$ cat src/rtl/gwsc_pkg.sv
`default_nettype none

package gwsc_pkg;

   // geometry
   localparam int MAX_WIDTH_DEF = 256;
   localparam int WORD_LEN      = 4;
   localparam int CH_W          = 8;
   localparam int HIST          = WORD_LEN - 1;   // cells ahead of the current one
   localparam int HIST_W        = HIST * CH_W;
   localparam int WORD_W        = WORD_LEN * CH_W;
   localparam int ROW_WIDTH_W   = 9;
   localparam int HITS_W        = 4;
   localparam int TOTAL_W       = 20;
   localparam int QUEUE_DEPTH   = 4;

   localparam logic [TOTAL_W-1:0] TOTAL_MAX = '1;
   localparam logic [1:0]         ROWS_FULL = 2'd3;

   // letters of the default word
   localparam logic [CH_W-1:0] LETTER_X = 8'h58;
   localparam logic [CH_W-1:0] LETTER_M = 8'h4D;
   localparam logic [CH_W-1:0] LETTER_A = 8'h41;
   localparam logic [CH_W-1:0] LETTER_S = 8'h53;

   localparam logic [ROW_WIDTH_W-1:0] ROW_WIDTH_RST   = 9'd140;
   localparam logic [WORD_W-1:0]      SEARCH_WORD_RST = {LETTER_X, LETTER_M, LETTER_A, LETTER_S};

   // register indexes
   localparam int   CSR_INDEX_W     = 1;
   localparam logic CSR_ROW_WIDTH   = 1'b0;
   localparam logic CSR_SEARCH_WORD = 1'b1;

   // which windows ending on a cell lie fully inside the grid
   typedef struct packed {
      logic last;        // cell closes the grid
      logic row_ok;      // three cells to the left in this row
      logic col_ok;      // three full rows above
      logic diag_l_ok;   // three cells to the right in this row
   } cell_flags_type;

   // per column of the row above: the three cells that lead into it,
   // oldest in the high byte
   typedef struct packed {
      logic [HIST_W-1:0] vert;
      logic [HIST_W-1:0] diag_r;
      logic [HIST_W-1:0] diag_l;
   } line_word_type;

   // matches of a four-cell window, forward and reversed
   function automatic logic [1:0] score(input logic [WORD_W-1:0] win,
                                        input logic [WORD_W-1:0] word);
      logic [WORD_W-1:0] flip;
      logic              fwd;
      logic              rev;
      for (int i = 0; i < WORD_LEN; i++) begin
         flip[i*CH_W +: CH_W] = word[(WORD_LEN-1-i)*CH_W +: CH_W];
      end
      fwd = (win == word);
      rev = (win == flip);
      return {1'b0, fwd} + {1'b0, rev};
   endfunction

endpackage

`default_nettype wire

$ cat src/rtl/gwsc_queue.sv
`default_nettype none

module gwsc_queue #(
   parameter int DATA_W = 8,
   parameter int DEPTH  = gwsc_pkg::QUEUE_DEPTH
) (
   input  wire logic              clock,
   input  wire logic              reset,
   input  wire logic              push,
   input  wire logic [DATA_W-1:0] push_data,
   output logic                   full,
   input  wire logic              pop,
   output logic                   head_valid,
   output logic [DATA_W-1:0]      head_data
);
   localparam int PW = (DEPTH > 1) ? $clog2(DEPTH) : 1;
   localparam int NW = $clog2(DEPTH + 1);

   logic [DATA_W-1:0] slot_ff [DEPTH];
   logic [PW-1:0]     wr_ptr_ff, wr_ptr_in;
   logic [PW-1:0]     rd_ptr_ff, rd_ptr_in;
   logic [NW-1:0]     count_ff, count_in;

   assign full       = count_ff == NW'(DEPTH);
   assign head_valid = count_ff != '0;
   assign head_data  = slot_ff[rd_ptr_ff];

   always_comb begin
      wr_ptr_in = wr_ptr_ff;
      rd_ptr_in = rd_ptr_ff;
      count_in  = count_ff;
      if (push) begin
         wr_ptr_in = (wr_ptr_ff == PW'(DEPTH - 1)) ? '0 : wr_ptr_ff + PW'(1);
      end
      if (pop) begin
         rd_ptr_in = (rd_ptr_ff == PW'(DEPTH - 1)) ? '0 : rd_ptr_ff + PW'(1);
      end
      if (push && !pop) begin
         count_in = count_ff + NW'(1);
      end else if (pop && !push) begin
         count_in = count_ff - NW'(1);
      end
   end

   always_ff @(posedge clock) begin
      if (push) begin
         slot_ff[wr_ptr_ff] <= push_data;
      end
   end

   always_ff @(posedge clock) begin
      if (reset) begin
         wr_ptr_ff <= '0;
         rd_ptr_ff <= '0;
         count_ff  <= '0;
      end else begin
         wr_ptr_ff <= wr_ptr_in;
         rd_ptr_ff <= rd_ptr_in;
         count_ff  <= count_in;
      end
   end

endmodule

`default_nettype wire

$ cat config.mk
export PLATFORM = sky130hd
export DESIGN_NAME = gwsc_queue
export DESIGN_NICKNAME = d
export VERILOG_FILES = /design/src/rtl/gwsc_pkg.sv /design/src/rtl/gwsc_queue.sv
export SDC_FILE = /design/constraint.sdc
export NUM_CORES = 1
export LEC_CHECK = 0
export BUFFER_PORTS_ARGS = -buffer_cell sky130_fd_sc_hd__buf_2
export CAP_MARGIN = 20
export CORE_MARGIN = 2
export CORE_UTILIZATION = 55
export DETAILED_ROUTE_END_ITERATION = 16
export HOLD_SLACK_MARGIN = 0.02
export PLACE_DENSITY = 0.81
export SYNTH_ARGS = -nofsm -noshare
export SYNTH_HDL_FRONTEND = slang
export SYNTH_SLANG_ARGS = --single-unit
export TNS_END_PERCENT = 10
$ cat constraint.sdc
create_clock -name clock -period 2.1 [get_ports clock]
set_input_delay 0.315 -clock clock [delete_from_list [all_inputs] [get_ports clock]]
set_output_delay 0.315 -clock clock [all_outputs]
set_load 0.005 [all_outputs]
==> flow_summary.toml <==
[yosys]
yosysSeqAreaShare_pct = 71.4
ys_async_sr_fraction_pct = 0
yosys_warnings = 0
ys.flop_type = "edfxtp_1"
synth_edf_count = 32
synth_most_common_cell = "edfxtp_1"
synth_fp_nets = 105
syn_avg_cell_area_um2 = 18.6
synth_cell_types = 16
ys_seq_elements = 41
synth_top_cell_by_area = "edfxtp_1"
synth_top_area_share_pct = 60.1
synth_area_leaders = "edfxtp_1 60%, dfxtp_1 11%, mux4_2 11%, ha_1 4.7%, mux2i_1 2.5%"
synthCells = 86
synth_common_cells = "32 x edfxtp_1, 9 x dfxtp_1, 8 x mux4_2, 7 x nor2_1, 6 x ha_1"
syn_area_um2 = 1600

[finish]
diodes = 0
post-route-util_pct = 65.6
fill_cells = 191
drive_gt1_share_pct = 31.6
fin_nets = 132
area_growth_pct = 13.1

[grt]
grt_overflow = 0
grt_max_degree = 13
antenna_found_initial = 0
groute.usage.overall_pct = 16.1
grt_pass1_vias = 826
grt_pass1_wl_um = 3640

[sta]
hold_viol = 0
setup-tns-final_ps = 0
final.setup_skew_ps = 9.47
setup_viol = 0
maxSlewViolCount = 0
fmax_mhz = 537
fin_crit_ps = 1860
fin_ws_ps = 239
timing.final.crit_share_pct = 88.6
slew_headroom_pct = 72.3
tightestPinTransition_ps = 415
rsz0062_at_grt = "false"

[clocking]
cts_resized = 0
cts_root_buffer = "clkbuf_4"
cts_max_level = 2
clk_latency_ps = 340
postCtsSetupBuffers = 0
clockBufferDepth = 2
cts_hold_buf = 0
clk_pin_slew_ps = 120
cts_tree = "built"
cts.sinks = 41
cts_buffers = 5

[power]
p_total_w = 0.00160
clkPwrFrac_pct = 29.9
p_comb_share_pct = 10.9
pwr_density_cell_nw_per_um2 = 887
switching_share_pct = 21.3
intPower_w = 0.00126
switching_power_w = 0.000341
ir_drop_mv = 0.676
seqPwrFrac_pct = 59.2
leakagePower_nw = 0.681

[setup_path]
crit_fanout = 8
path_cells = "buf_4 > mux4_2 > buf_2"
start_kind = "flop"
crit_path_end_kind = "output port"
slowest_delay_ps = 530
worstPathArrival_ps = 1550
reg2reg_depth = 4
cp.required_ps = 1780
crit_type = "reg -> out"
cp_slowest_cell = "mux4_2"

[hold_path]
hold_path.class = "in -> reg"
hold_depth = 1

[route]
vias = 770
drt_first_iter_violations = 21
drtPass1Iterations = 4
ant_nets = 0
viasPerCell = 5.31
routed_wl_um = 2330
wl_per_cell_um = 16.1
drc = 0

[floorplan]
initial_core_util_pct = 58.0
io_pins = 22
coreArea_um2 = 2760
die_area_um2 = 3350
row_count = 19
fp.dieH_um = 57.9
fp.dieW_um = 57.9

[run_status]
status = "finished clean"

[placed_design]
gp_congestion = 0.774
pre_cts_slack_ps = 310
place_hpwl_um = 1650
portBuffers = 21

[job]
cap_violations = 0
logic make-up after synthesis:
logic type      count (synthesis)  synth area share, %
flops                          41                 71.4
fa+ha+maj                       7                 5.95
simple gates                   15                 4.93
xor+xnor                        2                 1.10
mux                            12                 13.8
compound gates                  3                0.939
buf+inv                         6                 1.96
layout by cell type (no fill, tap or decap), types with 2 or more instances in the layout:
cell / count
nor2_1: 7
dfxtp_1: 9
xor2_1: 2
clkbuf_4: 5
or3_1: 2
edfxtp_1: 32
a21oi_1: 2
and2_1: 4
mux4_2: 8
inv_1: 4
ha_1: 6
buf_2: 21
nor3b_1: 2
mux2i_1: 4
power groups by stage:
stage          Clock, W  Sequential [W]  Combinational (W)
3_5_place_dp          0        0.000970           0.000176
5_1_grt        0.000519        0.000955           0.000199
4_1_cts        0.000495        0.000952           0.000179
3_3_place_gp          0        0.000966           0.000170
6_report       0.000480        0.000950           0.000175
2_1_floorplan         0        0.000958           0.000115
through the flow:
stage          instances  hold slack [ps]  instance area [um2]
6_report             145              189                 1810
5_1_grt              145              169                 1810
4_1_cts              145              175                 1810
3_5_place_dp         137              502                 1730
3_3_place_gp         137              479                 1730
2_1_floorplan         86              384                 1600
final timing paths:
check	slack [ps]	from	to
worst max-delay path	240	flop	head_data[4]
worst min-delay path	190	push_data[6]	slot_ff[2][6]
worst max register to register	640	count_ff[0]	count_ff[2]
worst min register to register	520	count_ff[2]	count_ff[2]
sequential cells by signal, summed over array words and instances, names as in the netlist, named ones only:
signal / count
wr_ptr_ff: 2
count_ff: 3
slot_ff: 32
rd_ptr_ff: 2
routing by layer:
metal	up-vias	part of all wire, %	GRT usage, %
met5	-	0	0
met3	4	5.1	6.03
met4	0	2.4	8.97
met2	18	51	27.8
li1	376	-	-
met1	372	41	16.9
layout make-up:
cell class	count	area [um2]	area share, %
flip-flops and latches	41	1140	63.1
multi-input cells	39	427	23.6
repair buffers	22	113	6.22
clock buffers	6	41.3	2.28
well taps	31	38.8	2.14
clock inverters	2	33.8	1.87
inverters	4	15.0	0.830
worst max-delay path: cells and delay by family (launching register included):
kind,cells,cell delay [ps]
DFF,1,330
muxes,1,530
buffers and inverters,2,340
Power figures use the tool's default switching activity.
