<file path="config.mk">
export PLATFORM = sky130hd
export DESIGN_NAME = gwsc_front
export DESIGN_NICKNAME = d
export VERILOG_FILES = /design/src/rtl/gwsc_pkg.sv /design/src/rtl/gwsc_front.sv
export SDC_FILE = /design/constraint.sdc
export NUM_CORES = 1
export LEC_CHECK = 0
export BUFFER_PORTS_ARGS = -buffer_cell sky130_fd_sc_hd__buf_2
export CAP_MARGIN = 10
export CORE_AREA = 4 4 53 55
export DETAILED_ROUTE_END_ITERATION = 10
export DIE_AREA = 0 0 57 59
export PLACE_DENSITY = 0.81
export SLEW_MARGIN = 40
export SYNTH_ARGS = -nofsm -noshare
export SYNTH_HDL_FRONTEND = slang
export SYNTH_SLANG_ARGS = --single-unit
</file>
<file path="constraint.sdc">
create_clock -name clock -period 7 [get_ports clock]
set_clock_uncertainty 0.15 [all_clocks]
set_input_delay 2.1 -clock clock [delete_from_list [all_inputs] [get_ports clock]]
set_output_delay 2.1 -clock clock [all_outputs]
set_load 0.01 [all_outputs]
</file>
<file path="src/rtl/gwsc_pkg.sv">
`default_nettype none

package gwsc_pkg;

   // geometry
   localparam int MAX_WIDTH_DEF = 256;
   localparam int WORD_LEN      = 4;
   localparam int CH_W          = 8;
   localparam int HIST          = WORD_LEN - 1;   // cells ahead of the current one
   localparam int HIST_W        = HIST * CH_W;
   localparam int WORD_W        = WORD_LEN * CH_W;
   localparam int ROW_WIDTH_W   = 9;
   localparam int HITS_W        = 4;
   localparam int TOTAL_W       = 20;
   localparam int QUEUE_DEPTH   = 4;

   localparam logic [TOTAL_W-1:0] TOTAL_MAX = '1;
   localparam logic [1:0]         ROWS_FULL = 2'd3;

   // letters of the default word
   localparam logic [CH_W-1:0] LETTER_X = 8'h58;
   localparam logic [CH_W-1:0] LETTER_M = 8'h4D;
   localparam logic [CH_W-1:0] LETTER_A = 8'h41;
   localparam logic [CH_W-1:0] LETTER_S = 8'h53;

   localparam logic [ROW_WIDTH_W-1:0] ROW_WIDTH_RST   = 9'd140;
   localparam logic [WORD_W-1:0]      SEARCH_WORD_RST = {LETTER_X, LETTER_M, LETTER_A, LETTER_S};

   // register indexes
   localparam int   CSR_INDEX_W     = 1;
   localparam logic CSR_ROW_WIDTH   = 1'b0;
   localparam logic CSR_SEARCH_WORD = 1'b1;

   // which windows ending on a cell lie fully inside the grid
   typedef struct packed {
      logic last;        // cell closes the grid
      logic row_ok;      // three cells to the left in this row
      logic col_ok;      // three full rows above
      logic diag_l_ok;   // three cells to the right in this row
   } cell_flags_type;

   // per column of the row above: the three cells that lead into it,
   // oldest in the high byte
   typedef struct packed {
      logic [HIST_W-1:0] vert;
      logic [HIST_W-1:0] diag_r;
      logic [HIST_W-1:0] diag_l;
   } line_word_type;

   // matches of a four-cell window, forward and reversed
   function automatic logic [1:0] score(input logic [WORD_W-1:0] win,
                                        input logic [WORD_W-1:0] word);
      logic [WORD_W-1:0] flip;
      logic              fwd;
      logic              rev;
      for (int i = 0; i < WORD_LEN; i++) begin
         flip[i*CH_W +: CH_W] = word[(WORD_LEN-1-i)*CH_W +: CH_W];
      end
      fwd = (win == word);
      rev = (win == flip);
      return {1'b0, fwd} + {1'b0, rev};
   endfunction

endpackage

`default_nettype wire

</file>
<file path="src/rtl/gwsc_front.sv">
`default_nettype none

module gwsc_front #(
   parameter int MAX_WIDTH = gwsc_pkg::MAX_WIDTH_DEF
) (
   input  wire logic                                 clock,
   input  wire logic                                 reset,
   input  wire logic                                 req_valid,
   output logic                                      req_ready,
   input  wire logic [gwsc_pkg::CH_W-1:0]            req_ch,
   input  wire logic                                 req_last_of_grid,
   input  wire logic [gwsc_pkg::ROW_WIDTH_W-1:0]     row_width,
   input  wire logic                                 queue_full,
   output logic                                      push,
   output logic [gwsc_pkg::CH_W-1:0]                 push_ch,
   output logic [$clog2(MAX_WIDTH)-1:0]              push_col,
   output gwsc_pkg::cell_flags_type                  push_flags
);
   import gwsc_pkg::*;

   localparam int CW = $clog2(MAX_WIDTH);
   localparam int WW = (CW > ROW_WIDTH_W) ? CW + 2 : ROW_WIDTH_W + 2;

   logic [CW-1:0] column_ff, column_in;
   logic [1:0]    rows_seen_ff, rows_seen_in;
   logic [WW-1:0] width_eff;
   logic [WW-1:0] col_ext;
   logic          row_end;

   // zero acts as one, too wide is clipped
   always_comb begin
      if (row_width == '0) begin
         width_eff = WW'(1);
      end else if (WW'(row_width) > WW'(MAX_WIDTH)) begin
         width_eff = WW'(MAX_WIDTH);
      end else begin
         width_eff = WW'(row_width);
      end
   end

   assign col_ext = WW'(column_ff);
   assign row_end = (col_ext + WW'(1)) >= width_eff;

   assign req_ready = !queue_full;
   assign push      = req_valid && !queue_full;
   assign push_ch   = req_ch;
   assign push_col  = column_ff;

   always_comb begin
      push_flags.last      = req_last_of_grid;
      push_flags.row_ok    = col_ext >= WW'(HIST);
      push_flags.col_ok    = rows_seen_ff == ROWS_FULL;
      push_flags.diag_l_ok = (col_ext + WW'(HIST)) < width_eff;
   end

   always_comb begin
      column_in    = column_ff;
      rows_seen_in = rows_seen_ff;
      if (push) begin
         if (req_last_of_grid) begin
            column_in    = '0;
            rows_seen_in = '0;
         end else if (row_end) begin
            column_in    = '0;
            rows_seen_in = (rows_seen_ff == ROWS_FULL) ? ROWS_FULL : rows_seen_ff + 2'd1;
         end else begin
            column_in = column_ff + CW'(1);
         end
      end
   end

   always_ff @(posedge clock) begin
      if (reset) begin
         column_ff    <= '0;
         rows_seen_ff <= '0;
      end else begin
         column_ff    <= column_in;
         rows_seen_ff <= rows_seen_in;
      end
   end

endmodule

`default_nettype wire

</file>
==> results.ini, run 1 <==
[synth]
synth_area_per_cell_um2 = 7.37
synth_compound_area_frac = 0.158
synthesis.area_mm2 = 0.00118
synth.distinct_cells = 33
synth-edff-count = 0
ys_warn_count = 0
synth_nets = 201
ys_seq_area_frac = 0.170
muxShareOfSynthArea = 0
syn_inst = 160
synth_top_family_by_area = simple AND/OR/NAND/NOR gates
async_reset_ff_frac = 0
synthXorXnorAreaFrac = 0.0891
ys.flop_type = dfxtp_1
synth-simple-area-share = 0.259
ys_ff_latch = 10
synth_fa_ha_area_frac = 0.201

[global_routing]
grt_max_degree = 15
grt_overflow = 0
grtUsageTotal = 0.162
antenna_found_initial = 0
first_global_vias = 1079
grt_first_pass_wirelength_mm = 4.44

[setup_path]
cp_slowest_cell = nor4_1
cp.required_ns = 4.75
max_stage_delay_ns = 0.30
cp_cell_sequence = buf_2, nor4_1, a21oi_1, nor2_1, ha_1, nor2b_1, o21ai_0, a21oi_1, o211a_1, a211oi_1, buf_2
reg2reg_slack_ns = 3.97
critPathCaptureType = output port
critPathMaxFanout = 2
arrival_ns = 3.81
critical_path_class = in -> out
start_kind = input pin

[floorplanning]
pin_count = 44
die_h_um = 59
fp-row-count = 18
start_util = 0.494
die_x_um = 57
core_area_mm2 = 0.00239
die_area_mm2 = 0.00336

[timing]
worst_slew_pin_slew_ns = 0.617
fmax_mhz = 165
finalSetupViolations = 0
finalHoldViolations = 0
period_minus_slack_ns = 6.06
rsz0062_at_grt = no
drv_slew = 0
slew_headroom = 0.588
finalSetupTns_ns = 0
post-route-period-util = 0.866

[detailed_routing]
via_count = 1139
wire_per_inst_um = 13.2
drt-pass1-iter-count = 4
drc = 0
vias_per_cell = 5.56
wl_mm = 2.70
ant_nets = 0
drt_iter0_drc = 56

[placed_design]
gp_congestion = 0.903
dp_hpwl_mm = 2.19
port_buffers = 27

[cts]
hold_buffers = 0
h-tree-depth = 1
clock_latency_ns = 0.27
cts_setup_buffers = 0
cts_tree = done
numCtsBuffers = 3
cts_root_buffer = clkbuf_4
clock_path_buffers = 2
ctsResizeCount = 0
clkSlewWorstSetupHoldPaths_ns = 0.07
clock_sinks = 10

[finish]
area_delta_synth_final_pct = 8.91
n_fill_cell = 244
drive_above_1_share = 0.206
antenna_cells = 0
nets = 217

[pwr]
p_clk_frac = 0.378
p_leak_nw = 0.598
intPower_w = 0.000101
power_frac_comb = 0.209
p_sw_w = 0.0000406
ir_drop_uv = 89.6
power_w = 0.000141
p_sw_frac = 0.288
pwr-share-seq = 0.413
pwr_density_cell_mw_per_mm2 = 110

[min_path]
hold_path.class = reg -> reg

[outcome]
status = complete, no violations

[run]
maxCapViolCount = 0

==> kinds of logic (layout without fill, tap and decap cells) <==
group / Yosys count / in the layout
XOR/XNOR: 12 / 12
AND/OR/NAND/NOR: 63 / 63
AO/OA/AOI/OAI: 31 / 31
adder cells (fa/ha/maj): 19 / 19
buffers and inverters: 25 / 40
flip-flops: 10 / 10
==> cell type report <==
| class | instances | area [µm²] | share of cell area |
|---|---|---|---|
| multi-input cells | 125 | 842 | 0.655 |
| flip-flops and latches | 10 | 200 | 0.156 |
| repair buffers | 27 | 135 | 0.105 |
| well taps | 30 | 37.5 | 0.0292 |
| clock buffers | 4 | 36.3 | 0.0282 |
| inverters | 9 | 33.8 | 0.0263 |
==> layout by cell type, fill, tap and decap left out, types with 5 or more instances in the layout <==
master	n
nand3_1	8
buf_2	27
nand2_1	27
dfxtp_1	10
nor3_1	5
nor2_1	7
o21ai_0	7
xnor2_1	9
ha_1	19
a21oi_1	13
inv_1	7
==> flip-flops by register name, indices dropped and copies added (netlist names) <==
| register | cells |
|---|---|
| rows_seen_ff | 2 |
| push_col | 8 |
==> per-stage QoR <==
stage	setup slack (ns)	cell area (µm²)	std cells	utilization	hold WS, ns
2_1_floorplan	1.28	1180	160	-	0.306
3_3_place_gp	1.10	1240	201	0.520	0.313
3_5_place_dp	0.941	1240	201	0.520	0.340
4_1_cts	0.927	1280	205	0.535	0.356
5_1_grt	0.702	1280	205	0.538	0.380
6_report	0.936	1280	205	0.538	0.360
==> worst paths after layout <==
check             startpoint         endpoint  depth (start not counted)
min          rows_seen_ff[0]  rows_seen_ff[0]                          2
max reg2reg      push_col[2]      push_col[2]                          9
max             row_width[4]    push_flags[0]                         11
min reg2reg  rows_seen_ff[0]  rows_seen_ff[0]                          2
==> layer usage <==
| layer | global-route usage | routed length, µm | vias up | share of wire |
|---|---|---|---|---|
| li1 | - | - | 581 | - |
| met1 | 0.203 | 1220 | 508 | 0.45 |
| met2 | 0.274 | 1230 | 44 | 0.46 |
| met3 | 0.0349 | 208 | 6 | 0.077 |
| met4 | 0.0629 | 40 | 0 | 0.015 |
| met5 | 0 | 0 | - | 0 |
==> Yosys cell counts (all sizes together) (5+ instances only) <==
| cell type | number | area (µm²) |
|---|---|---|
| a21oi | 13 | 65.1 |
| buf | 15 | 108 |
| dfxtp | 10 | 200 |
| ha | 19 | 238 |
| inv | 7 | 26.3 |
| nand2 | 27 | 101 |
| nand3 | 9 | 50.1 |
| nor2 | 7 | 26.3 |
| nor3 | 5 | 25.0 |
| o21ai | 9 | 45.0 |
| xnor2 | 9 | 78.8 |
==> critical path, delay by kind of cell <==
family                   cells  cell delay, ns
AO/OA/AOI/OAI                5            0.80
AND/OR/NAND/NOR              3            0.47
buffers and inverters        2            0.27
adder cells (fa/ha/maj)      1            0.18
==> power by group through the flow <==
stage / clock [W] / sequential, W / combinational [W]
detailed placement: 0 / 0.0000597 / 0.0000284
CTS: 0.0000551 / 0.0000583 / 0.0000286
global route: 0.0000578 / 0.0000584 / 0.0000337
finish: 0.0000534 / 0.0000583 / 0.0000295
floorplan: 0 / 0.0000596 / 0.0000238
global placement: 0 / 0.0000596 / 0.0000268
No activity file was read; power rests on OpenSTA's default activity.
==> run 2, diff against run 1 <==
- CELL_PAD_IN_SITES_DETAIL_PLACEMENT: not set -> 0
- CELL_PAD_IN_SITES_GLOBAL_PLACEMENT: not set -> 1
- CORE_AREA: 4 4 53 55 -> 4 4 67 69
- DIE_AREA: 0 0 57 59 -> 0 0 71 73
- PLACE_DENSITY: 0.81 -> not set
- PLACE_DENSITY_LB_ADDON: not set -> 0.1
- clock period: 7 -> 5.1 ns (I/O delays scaled with it)
==> run 2 against run 1 <==
Net effect:
- final area up 2.9%
- first-iteration DRC count down 41%
- final cell count up 9.8%
- wire length up 17%
- sequential power up 38%
- sequential share of layout area down 0.44 points
==> results.ini, run 2 (synthesis results as in run 1) <==
[detailed_routing]
vias_per_cell = 4.94  ; -11%
wl_mm = 3.15  ; +17%
ant_nets = 0  ; unchanged
drt_iter0_drc = 33  ; -41%
wire_per_inst_um = 14.0  ; +6.5%
dr_wl_met2_mm = 1.45  ; +18%
via_count = 1112  ; -2.4%
top_layer_used = met4
routed-wl-met3_um = 209  ; +0.48%
wl_met1_mm = 1.46  ; +20%
drc = 0  ; unchanged
drt-pass1-iter-count = 4  ; unchanged

[setup_path]
critical_path_class = in -> out
cp.required_ns = 3.42  ; -1.33 ns
cp_cell_sequence = buf_2, clkinv_1, nand2_1, ha_1, nor2b_1, o21ai_0, a21oi_1, o211a_1, a211oi_1, buf_2
critPathCaptureType = output port
start_kind = input pin
max_stage_delay_ns = 0.23  ; -0.07 ns
reg2reg_depth = 9  ; unchanged
critPathTopFamily = compound AO/OA/AOI/OAI gates
reg2reg_slack_ns = 1.97  ; -2.00 ns
critPathMaxFanout = 8  ; +6
arrival_ns = 3.16  ; -0.65 ns
cp-startpoint = row_width[8]
cp.buffers_inverters = 3  ; +1
path_common_cell = buf_2
rr_startpoint = push_col[0]
reg2reg_to = push_col[2]
cp_slowest_cell = ha_1

[finish]
antenna_cells = 0  ; unchanged
area_delta_synth_final_pct = 12.1
nets = 218  ; +0.46%
final_cells = 225  ; +9.8%
largest_reg_flops = 8  ; unchanged
n_fill_cell = 449  ; +84%
final_area_mm2 = 0.00132  ; +2.9%
drive_above_1_share = 0.206  ; unchanged
multiInputGateArea_um2 = 842  ; unchanged
regArea_um2 = 200  ; unchanged
final_cell_mix = nand2_1 (27), buf_2 (27), ha_1 (19)

[timing]
fmax_mhz = 207
period_minus_slack_ns = 4.84
post-route-period-util = 0.949
finalSetupViolations = 0  ; unchanged
hold_ws_ns = 0.334  ; -0.0253 ns
finalSetupTns_ns = 0  ; unchanged
rsz0062_at_grt = no
finalHoldViolations = 0  ; unchanged
drv_slew = 0  ; unchanged
slew_headroom = 0.556  ; -0.0313
worst_slew_pin_slew_ns = 0.664  ; +0.0469 ns

[cts]
cts_tree = done
hold_buffers = 0  ; unchanged
clock_path_buffers = 2  ; unchanged
cts_root_buffer = clkbuf_8
numCtsBuffers = 3  ; unchanged
cts_setup_buffers = 0  ; unchanged
clock_sinks = 10  ; unchanged
h-tree-depth = 1  ; unchanged
clkSlewWorstSetupHoldPaths_ns = 0.05  ; -0.02 ns
clock_latency_ns = 0.23  ; -0.04 ns
ctsResizeCount = 0  ; unchanged

[min_path]
holdPathStages = 2  ; unchanged
hold_path.class = reg -> reg
hp-start = rows_seen_ff[0]
min_to = rows_seen_ff[0]

[pwr]
pwr_density_cell_mw_per_mm2 = 154  ; +40%
ir_drop_uv = 113  ; +26%
p_leak_nw = 0.603  ; +0.85%

[floorplanning]
fp-row-count = 23  ; +5
start_util = 0.301  ; -0.193
die_area_mm2 = 0.00518  ; +54%
core_area_mm2 = 0.00391  ; +64%
die_h_um = 73  ; +24%
pin_count = 44  ; unchanged
die_x_um = 71  ; +25%

[global_routing]
antenna_found_initial = 0  ; unchanged
grtUsageTotal = 0.127  ; -0.0350
grt_max_degree = 15  ; unchanged
first_global_vias = 1095  ; +1.5%
grt_overflow = 0  ; unchanged
grt_first_pass_wirelength_mm = 5.36  ; +21%

[run]
maxCapViolCount = 0  ; unchanged

[outcome]
status = complete, no violations

[placed_design]
dp_cells = 222  ; +10%
dpl_cell_area_mm2 = 0.00128  ; +3.2%
port_buffers = 27  ; unchanged
dp_hpwl_mm = 2.55  ; +17%
gp_congestion = 0.853  ; -5.5%

-- run 2: cell count changes in the layout (fill, tap and decap cells not counted) --
cell	before	now
clkbuf_4	3	0
clkbuf_8	1	3
buf_4	0	1
-- run 2: worst min-delay path, cell delays in order, from the launching register on --
cell	delay (ns)
dfxtp_1	0.31
o21ai_0	0.07
a21oi_1	0.06
-- run 2: layout make-up --
cell class                 count  area share
sequential                    10       0.151
clock buffer                   3      0.0312
multi-input combinational    125       0.637
timing repair buffer          28       0.108
tap                           50      0.0473
inverter                       9      0.0255
-- run 2: per-stage QoR --
stage / utilization / worst slack [ns] / total power [W]
2_1_floorplan: - / 0.517 / 0.000114
3_3_place_gp: 0.325 / 0.297 / 0.000122
3_5_place_dp: 0.327 / 0.222 / 0.000124
4_1_cts: 0.338 / 0.216 / 0.000207
5_1_grt: 0.338 / 0.113 / 0.000215
6_report: 0.338 / 0.260 / 0.000203
-- run 2: worst max path at each step --
stage                    end  cells after the start  slack (ns)
4_1_cts        push_flags[0]                     10        0.22
2_1_floorplan  push_flags[0]                      9        0.52
5_1_grt        push_flags[0]                     10        0.11
6_report       push_flags[0]                     10        0.26
3_5_place_dp   push_flags[0]                     10        0.22
3_3_place_gp   push_flags[0]                      9        0.30
-- run 2: power breakdown --
part / switching [W] / total (W) / internal (W)
Combinational: 0.0000251 / 0.0000413 / 0.0000162
Clock: 0.0000296 / 0.0000812 / 0.0000516
Sequential: 0.00000141 / 0.0000806 / 0.0000792
-- run 2: routing by layer --
| layer | up-vias | track usage |
|---|---|---|
| met5 | - | 0 |
| met4 | 0 | 0.0376 |
| met3 | 4 | 0.0289 |
| met2 | 37 | 0.212 |
| met1 | 494 | 0.164 |
| li1 | 577 | - |
